[config.mk]
export PLATFORM = sky130hd
export DESIGN_NAME = restoring_integer_divider_top
export DESIGN_NICKNAME = d
export VERILOG_FILES = /design/src/design/rid_pkg.sv /design/src/design/rid_ctrl.sv /design/src/design/rid_dpath.sv /design/src/design/restoring_integer_divider_top.sv
export SDC_FILE = /design/constraint.sdc
export NUM_CORES = 1
export LEC_CHECK = 0
export ABC_AREA = 1
export BUFFER_PORTS_ARGS = -buffer_cell sky130_fd_sc_hd__buf_2
export CAP_MARGIN = 20
export CORE_MARGIN = 2
export CORE_UTILIZATION = 56
export DETAILED_ROUTE_END_ITERATION = 8
export GPL_ROUTABILITY_DRIVEN = 0
export PLACE_DENSITY = 0.93
export SLEW_MARGIN = 30
export SYNTH_ARGS = -nofsm -noshare
export SYNTH_HDL_FRONTEND = slang
export SYNTH_SLANG_ARGS = --single-unit
[constraint.sdc]
create_clock -name clk -period 2.4 [get_ports clk]
set_input_delay 0.24 -clock clk [delete_from_list [all_inputs] [get_ports clk]]
set_output_delay 0.24 -clock clk [all_outputs]
set_load 0.01 [all_outputs]
[src/design/rid_pkg.sv]
// ----------------------------------------------------------------------------
// rid_pkg: shared types and constants of the restoring integer divider
// Holds the operand width, the input and result word layouts, the controller
// states and the command bundle passed from the controller to the datapath.
// ----------------------------------------------------------------------------
package rid_pkg;

  // Width of the arithmetic inside the divider.
  localparam int DATA_WIDTH = 32;
  // Fixed width of the operand and result fields on the ports.
  localparam int FIELD_W    = 32;
  // Width of the step counter.
  localparam int CNT_W      = (DATA_WIDTH > 1) ? $clog2(DATA_WIDTH) : 1;

  typedef logic [DATA_WIDTH-1:0] data_t;
  typedef logic [CNT_W-1:0]      cnt_t;

  typedef struct packed {
    logic [FIELD_W-1:0] dividend;
    logic [FIELD_W-1:0] divisor;
  } in_word_t;

  typedef struct packed {
    logic [FIELD_W-1:0] quotient;
    logic [FIELD_W-1:0] remainder;
    logic               divide_by_zero;
  } out_word_t;

  typedef enum logic [1:0] {
    ST_IDLE,
    ST_CALC,
    ST_DONE
  } state_t;

  // Commands from the controller to the datapath.
  typedef struct packed {
    logic load;
    logic step;
  } dp_cmd_t;

endpackage

[src/design/rid_ctrl.sv]
// ----------------------------------------------------------------------------
// rid_ctrl: controller of the restoring integer divider
// Sequences a load and DATA_WIDTH quotient steps, then presents the
// result for a single cycle.
// ----------------------------------------------------------------------------
module rid_ctrl
  import rid_pkg::*;
(
  input  logic    clk,
  input  logic    rst_n,
  input  logic    start,
  output logic    busy,
  output logic    out_valid,
  output dp_cmd_t cmd
);

  state_t state_r;
  state_t state_nxt;
  cnt_t   cnt_r;
  cnt_t   cnt_nxt;
  logic   accept;

  // A new word may be taken while the previous result is being shown.
  assign accept = start && (state_r != ST_CALC);

  always_comb begin
    state_nxt = state_r;
    cnt_nxt   = cnt_r;
    case (state_r)
      ST_IDLE, ST_DONE: begin
        if (accept) begin
          state_nxt = ST_CALC;
          cnt_nxt   = CNT_W'(DATA_WIDTH - 1);
        end else begin
          state_nxt = ST_IDLE;
        end
      end
      ST_CALC: begin
        if (cnt_r == '0) begin
          state_nxt = ST_DONE;
        end else begin
          cnt_nxt = cnt_r - cnt_t'(1);
        end
      end
      default: begin
        state_nxt = ST_IDLE;
      end
    endcase
  end

  always_comb begin
    cmd.load  = 1'b0;
    cmd.step  = 1'b0;
    busy      = 1'b0;
    out_valid = 1'b0;
    case (state_r)
      ST_IDLE: begin
        cmd.load = accept;
      end
      ST_CALC: begin
        cmd.step = 1'b1;
        busy     = 1'b1;
      end
      ST_DONE: begin
        cmd.load  = accept;
        out_valid = 1'b1;
      end
      default: begin
        busy = 1'b0;
      end
    endcase
  end

  always_ff @(posedge clk) begin
    if (!rst_n) begin
      state_r <= ST_IDLE;
      cnt_r   <= '0;
    end else begin
      state_r <= state_nxt;
      cnt_r   <= cnt_nxt;
    end
  end

endmodule

[src/design/rid_dpath.sv]
// ----------------------------------------------------------------------------
// rid_dpath: datapath of the restoring integer divider
// Holds the partial remainder, the divisor and a combined dividend/quotient
// shift register, and performs one trial subtraction per step.
// ----------------------------------------------------------------------------
module rid_dpath
  import rid_pkg::*;
(
  input  logic      clk,
  input  dp_cmd_t   cmd,
  input  in_word_t  in_data,
  output out_word_t out_data
);

  data_t                quo_r;
  data_t                quo_nxt;
  data_t                rem_r;
  data_t                rem_nxt;
  data_t                dvs_r;
  logic                 dbz_r;
  logic [DATA_WIDTH:0]  shifted;
  logic [DATA_WIDTH+1:0] diff;
  logic                 fits;
  data_t                dvd_in;
  data_t                dvs_in;

  assign dvd_in = data_t'(in_data.dividend);
  assign dvs_in = data_t'(in_data.divisor);

  // Bring down the next dividend bit and try to subtract the divisor. The
  // top bit of the difference is the borrow: clear means the divisor fits.
  // A zero divisor always fits, which leaves all ones in the quotient and the
  // dividend in the remainder, exactly the values flagged for that case.
  assign shifted = {rem_r, quo_r[DATA_WIDTH-1]};
  assign diff    = {1'b0, shifted} - {2'b00, dvs_r};
  assign fits    = ~diff[DATA_WIDTH+1];

  always_comb begin
    rem_nxt = fits ? diff[DATA_WIDTH-1:0] : shifted[DATA_WIDTH-1:0];
    quo_nxt = {quo_r[DATA_WIDTH-2:0], fits};
  end

  always_ff @(posedge clk) begin
    if (cmd.load) begin
      quo_r <= dvd_in;
      rem_r <= '0;
      dvs_r <= dvs_in;
      dbz_r <= (dvs_in == '0);
    end else if (cmd.step) begin
      quo_r <= quo_nxt;
      rem_r <= rem_nxt;
    end
  end

  assign out_data.quotient       = FIELD_W'(quo_r);
  assign out_data.remainder      = FIELD_W'(rem_r);
  assign out_data.divide_by_zero = dbz_r;

endmodule

[src/design/restoring_integer_divider_top.sv]
// ----------------------------------------------------------------------------
// restoring_integer_divider_top: unsigned radix-2 restoring divider
// Operation: a word taken at one edge is loaded, then divided in 32 quotient
//   steps; its result is shown on out_data for one cycle.
// The step loop through the single subtractor takes no new word while a
//   division runs; a new word may start in the result cycle.
// Reset: synchronous, active low; returns the controller to idle.
// The receiver cannot stall and must take every result in the cycle shown.
// ----------------------------------------------------------------------------
module restoring_integer_divider_top
  import rid_pkg::*;
(
  input  logic      clk,
  input  logic      rst_n,
  input  logic      start,
  output logic      busy,
  input  in_word_t  in_data,
  output logic      out_valid,
  output out_word_t out_data
);

  // The controller owns the step count and the handshake; the datapath only
  // follows its load and step commands. The operands are sampled in the load
  // cycle, so in_data need not be held once the word has been taken.
  dp_cmd_t cmd;

  rid_ctrl u_ctrl (
    .clk       (clk),
    .rst_n     (rst_n),
    .start     (start),
    .busy      (busy),
    .out_valid (out_valid),
    .cmd       (cmd)
  );

  // One trial subtraction per step. A zero divisor needs no special path:
  // the subtraction always succeeds, giving an all-ones quotient and the
  // dividend as remainder, and the flag is captured at load.
  rid_dpath u_dpath (
    .clk      (clk),
    .cmd      (cmd),
    .in_data  (in_data),
    .out_data (out_data)
  );

  // The result strobe lasts a single cycle.
  a_strobe_single : assert property (@(posedge clk) disable iff (!rst_n)
    out_valid |=> !out_valid)
    else $error("result strobe held for more than one cycle");

  // An accepted word always starts a division.
  a_accept_starts : assert property (@(posedge clk) disable iff (!rst_n)
    (start && !busy) |=> (busy && !out_valid))
    else $error("accepted word did not start a division");

  // A flagged zero divisor reports an all-ones quotient.
  a_dbz_quotient : assert property (@(posedge clk) disable iff (!rst_n)
    (out_valid && out_data.divide_by_zero) |->
      (out_data.quotient == FIELD_W'({DATA_WIDTH{1'b1}})))
    else $error("zero divisor did not give an all-ones quotient");

endmodule
==> flow_metrics.py <==
metrics = {
    "timing": {
        "period_share": 0.961,
        "finalHoldViolCount": 0,
        "setup_ws_ns": 0.0944,
        "max_freq_mhz": 434,
        "setup_violations": 0,
        "fin_skew_ns": 0.0111,
        "slew_violations": 0,
        "period_needed_ns": 2.31,
        "slew_headroom": 0.370,
        "worstMarginPinSlew_ns": 0.944,
    },
    "cts": {
        "cts-buffers-inserted": 9,
        "clk_path_buf_depth": 2,
        "cts_max_level": 3,
        "cts.sinks": 104,
        "clkTransAtPathRegs_ns": 0.07,
        "insertion_delay_ns": 0.36,
        "cts_tree": "yes",
        "clockRootBuffer": "clkbuf_16",
    },
    "power": {
        "total_power_mw": 7.94,
        "vdd_drop_max_v": 0.000444,
        "p_comb_frac": 0.498,
        "p_switching_mw": 3.46,
        "swShare": 0.436,
        "powerDensity_nw_per_um2": 1030,
        "leakage_nw": 4.08,
        "p_int_mw": 4.48,
        "clkPwrFrac": 0.178,
        "p_seq_frac": 0.324,
    },
    "run_status": {
        "outcome": "complete, no violations",
    },
    "critical_path": {
        "crit_arrival_ns": 2.53,
        "max_stage_delay_ns": 0.42,
        "path_cells": "ha_1 > nand2_1 > nor2_2 > nand2_1 > nor2_1 > nand2_4 > nand2_8 > buf_12 > a21oi_1 > o21ai_1 > o21ai_1",
        "crit_cells": 11,
        "path_class": "register to register",
        "cp_max_fo": 20,
        "crit_slowest_cell": "ha_1",
        "worst_setup_path_end_kind": "register",
        "critPathBufInv": 1,
        "rr_worst_depth": 11,
        "cp_data_required_time_ns": 2.63,
        "crit_family": "simple AND/OR/NAND/NOR gates",
        "worst_setup_path_start_kind": "register",
    },
    "synthesis": {
        "synth_seq_area_share": 0.422,
        "synthSimpleGateAreaFrac": 0.309,
        "synthAdderAreaFrac": 0.0688,
        "synth.area.mux_share": 0,
        "synth_xor_area_frac": 0.0216,
        "synth_warnings": 0,
        "synth_compound_area_frac": 0.0856,
        "syn_inst": 881,
        "yosysUniqueCellTypes": 41,
        "synth-seq-cells": 104,
        "syn_area_sq_um": 6470,
        "synth_nets": 983,
        "syn_area_per_cell_sq_um": 7.35,
        "synth_top_family_by_area": "simple AND/OR/NAND/NOR gates",
    },
    "cells_and_area": {
        "diodes": 0,
        "fin_area_sq_um": 7710,
        "nets": 1129,
        "multiInputGateArea_sq_um": 3170,
        "drive_gt1_frac": 0.203,
        "final-seq-area_sq_um": 2730,
        "area_delta_synth_final_pct": 19.1,
        "fillers": 889,
    },
    "routing": {
        "drt_first_iter_violations": 608,
        "viasPerCell": 5.62,
        "wirelength_microns": 18800,
        "ant_nets": 0,
        "vias": 6607,
        "drc": 0,
        "routedWlPerCell_microns": 16.0,
        "first_pass_iters": 6,
    },
    "hold_path": {
        "worstHoldPathCells": 1,
        "hold_path.class": "input pin to register",
    },
    "flow_run": {
        "cap_violations": 0,
    },
    "global_route": {
        "grt_max_degree": 53,
        "grt_pass1_wl_microns": 30500,
        "grt_overflow": 0,
        "grt_pass1_vias": 6401,
        "grt.total_usage": 0.306,
        "antenna_found_initial": 0,
    },
    "floorplan": {
        "die_h_microns": 112,
        "die_x_microns": 112,
        "core_area_sq_um": 11400,
        "io_pins": 134,
        "die_area_sq_um": 12400,
        "start_util": 0.569,
        "rows": 39,
    },
    "placed_design": {
        "dp_slack_ns": 0.0744,
        "dpl-instance-area_sq_um": 7400,
        "dp_hpwl_microns": 13900,
        "portBuffers": 133,
    },
}
[what timing repair did]
| action | in CTS | in global routing |
|---|---|---|
| setup buffers | 0 | 2 |
| hold buffers | 0 | 0 |
| resized for setup | 0 | 8 |
| setup endpoints to repair | 0 | 15 |
[per-stage QoR]
stage                     instances  hold WS, ns  setup TNS, ns  utilization
after floorplan                 881        0.339              0            -
after CTS                      1173       0.0744              0        0.674
after detailed placement       1157        0.435              0        0.650
after global routing           1175       0.0732        -0.0119        0.678
final                          1175       0.0741              0        0.678
after global placement         1157        0.432              0        0.650
[power by group through the flow]
stage	registers, mW	clock network [mW]	logic, mW
final	2.58	1.41	3.95
after detailed placement	2.59	0	3.73
after CTS	2.56	1.40	3.78
after global placement	2.58	0	3.63
after floorplan	2.68	0	2.48
after global routing	2.60	1.47	4.34
[kinds of logic after synthesis]
group,count (synthesis)
DFF,104
AOI/OAI and AO/OA,102
xor gates and xnor gates,16
buffers and inverters,151
and+or+nand+nor,473
adders and majority gates,35
[cells in the mapped netlist]
cell      count  area, sq um
nand2_2       8         50.1
nand3_1      49          245
nor3_2        2         20.0
buf_1         2         7.51
o211ai_1      3         22.5
nand3b_1      1         7.51
inv_1       118          443
edfxtp_1     65         1950
ha_1         34          425
buf_6         3         33.8
o22ai_1       1         6.26
nand3_2       2         20.0
nor3_1        9         45.0
nand4_1       9         56.3
o21a_1        1         7.51
o21ai_2       1         8.76
o21ai_1      28          140
clkbuf_1     10         37.5
nor4_1       10         62.6
or2_2         1         6.26
xnor2_1      11         96.3
o21bai_1      2         15.0
o21ai_0      15         75.1
nand2_4       2         22.5
nor2_2        3         18.8
nand2_1     318         1190
a21oi_2       3         26.3
a31oi_1       1         6.26
buf_4         3         22.5
buf_2         1         5.00
a21oi_1      46          230
or2_1         5         31.3
fa_1          1         20.0
nor2_1       52          195
inv_2        11         41.3
clkinv_1      3         11.3
a21oi_4       1         16.3
xor2_1        5         43.8
and2_1        1         6.26
nor2_8        1         20.0
dfxtp_1      39          781
[worst paths after layout]
kind	startpoint	to	slack, ns
worst min-delay path	in_data[5]	u_dpath.dvs_r[5]$_DFFE_PP_	0.07
worst max register to register	u_dpath.rem_r[16]$_SDFFE_PP0P_	u_dpath.rem_r[3]$_SDFFE_PP0P_	0.09
worst min register to register	u_dpath.rem_r[27]$_SDFFE_PP0P_	u_dpath.rem_r[27]$_SDFFE_PP0P_	0.49
worst max-delay path	u_dpath.rem_r[16]$_SDFFE_PP0P_	u_dpath.rem_r[3]$_SDFFE_PP0P_	0.09
[worst reg2reg max path, stage by stage (launching register included)]
cell and delay, ns:
dfxtp_1 0.40, ha_1 0.42, nand2_1 0.17, nor2_2 0.17, nand2_1 0.11, nor2_1 0.20
nand2_4 0.12, nand2_8 0.15, buf_12 0.17, a21oi_1 0.08, o21ai_1 0.10, o21ai_1 0.10
[placed cells by master, fill, tap and decap left out, types with 3 or more instances in the layout]
cell type	netlist	routed
edfxtp_1	65	65
o211ai_1	3	3
buf_12	0	3
nor3_1	9	9
inv_2	11	12
buf_4	3	18
or2_1	5	5
nor4_1	10	10
a21oi_2	3	3
nand3_1	49	49
buf_2	1	133
nor2_2	3	4
nand2_1	318	316
inv_1	118	118
clkbuf_16	0	9
nand2_2	8	10
nor2_1	52	51
o21ai_0	15	14
xnor2_1	11	11
dfxtp_1	39	38
a21oi_1	46	46
xor2_1	5	5
nand4_1	9	9
o21ai_1	28	29
ha_1	34	33
[area by class of cell]
cell class / count / area share
timing repair buffer: 154 / 0.112
multi-input combinational: 626 / 0.411
clock buffer: 11 / 0.0302
tap: 143 / 0.0232
inverter: 132 / 0.0643
clock inverter: 5 / 0.00503
sequential: 104 / 0.355
[state kept, by name, summed over array words and instances, names as in the netlist]
signal and flops:
u_dpath.dvs_r 32, u_dpath.quo_r 32, u_dpath.rem_r 32, u_ctrl.cnt_r 5, u_ctrl.state_r 2, u_dpath.dbz_r 1
[per-layer routing]
layer  track usage  part of all wire
met1         0.371              0.39
met4         0.158             0.043
met5             0                 0
met2         0.522              0.47
met3        0.0544             0.093
Power figures use the tool's default switching activity.
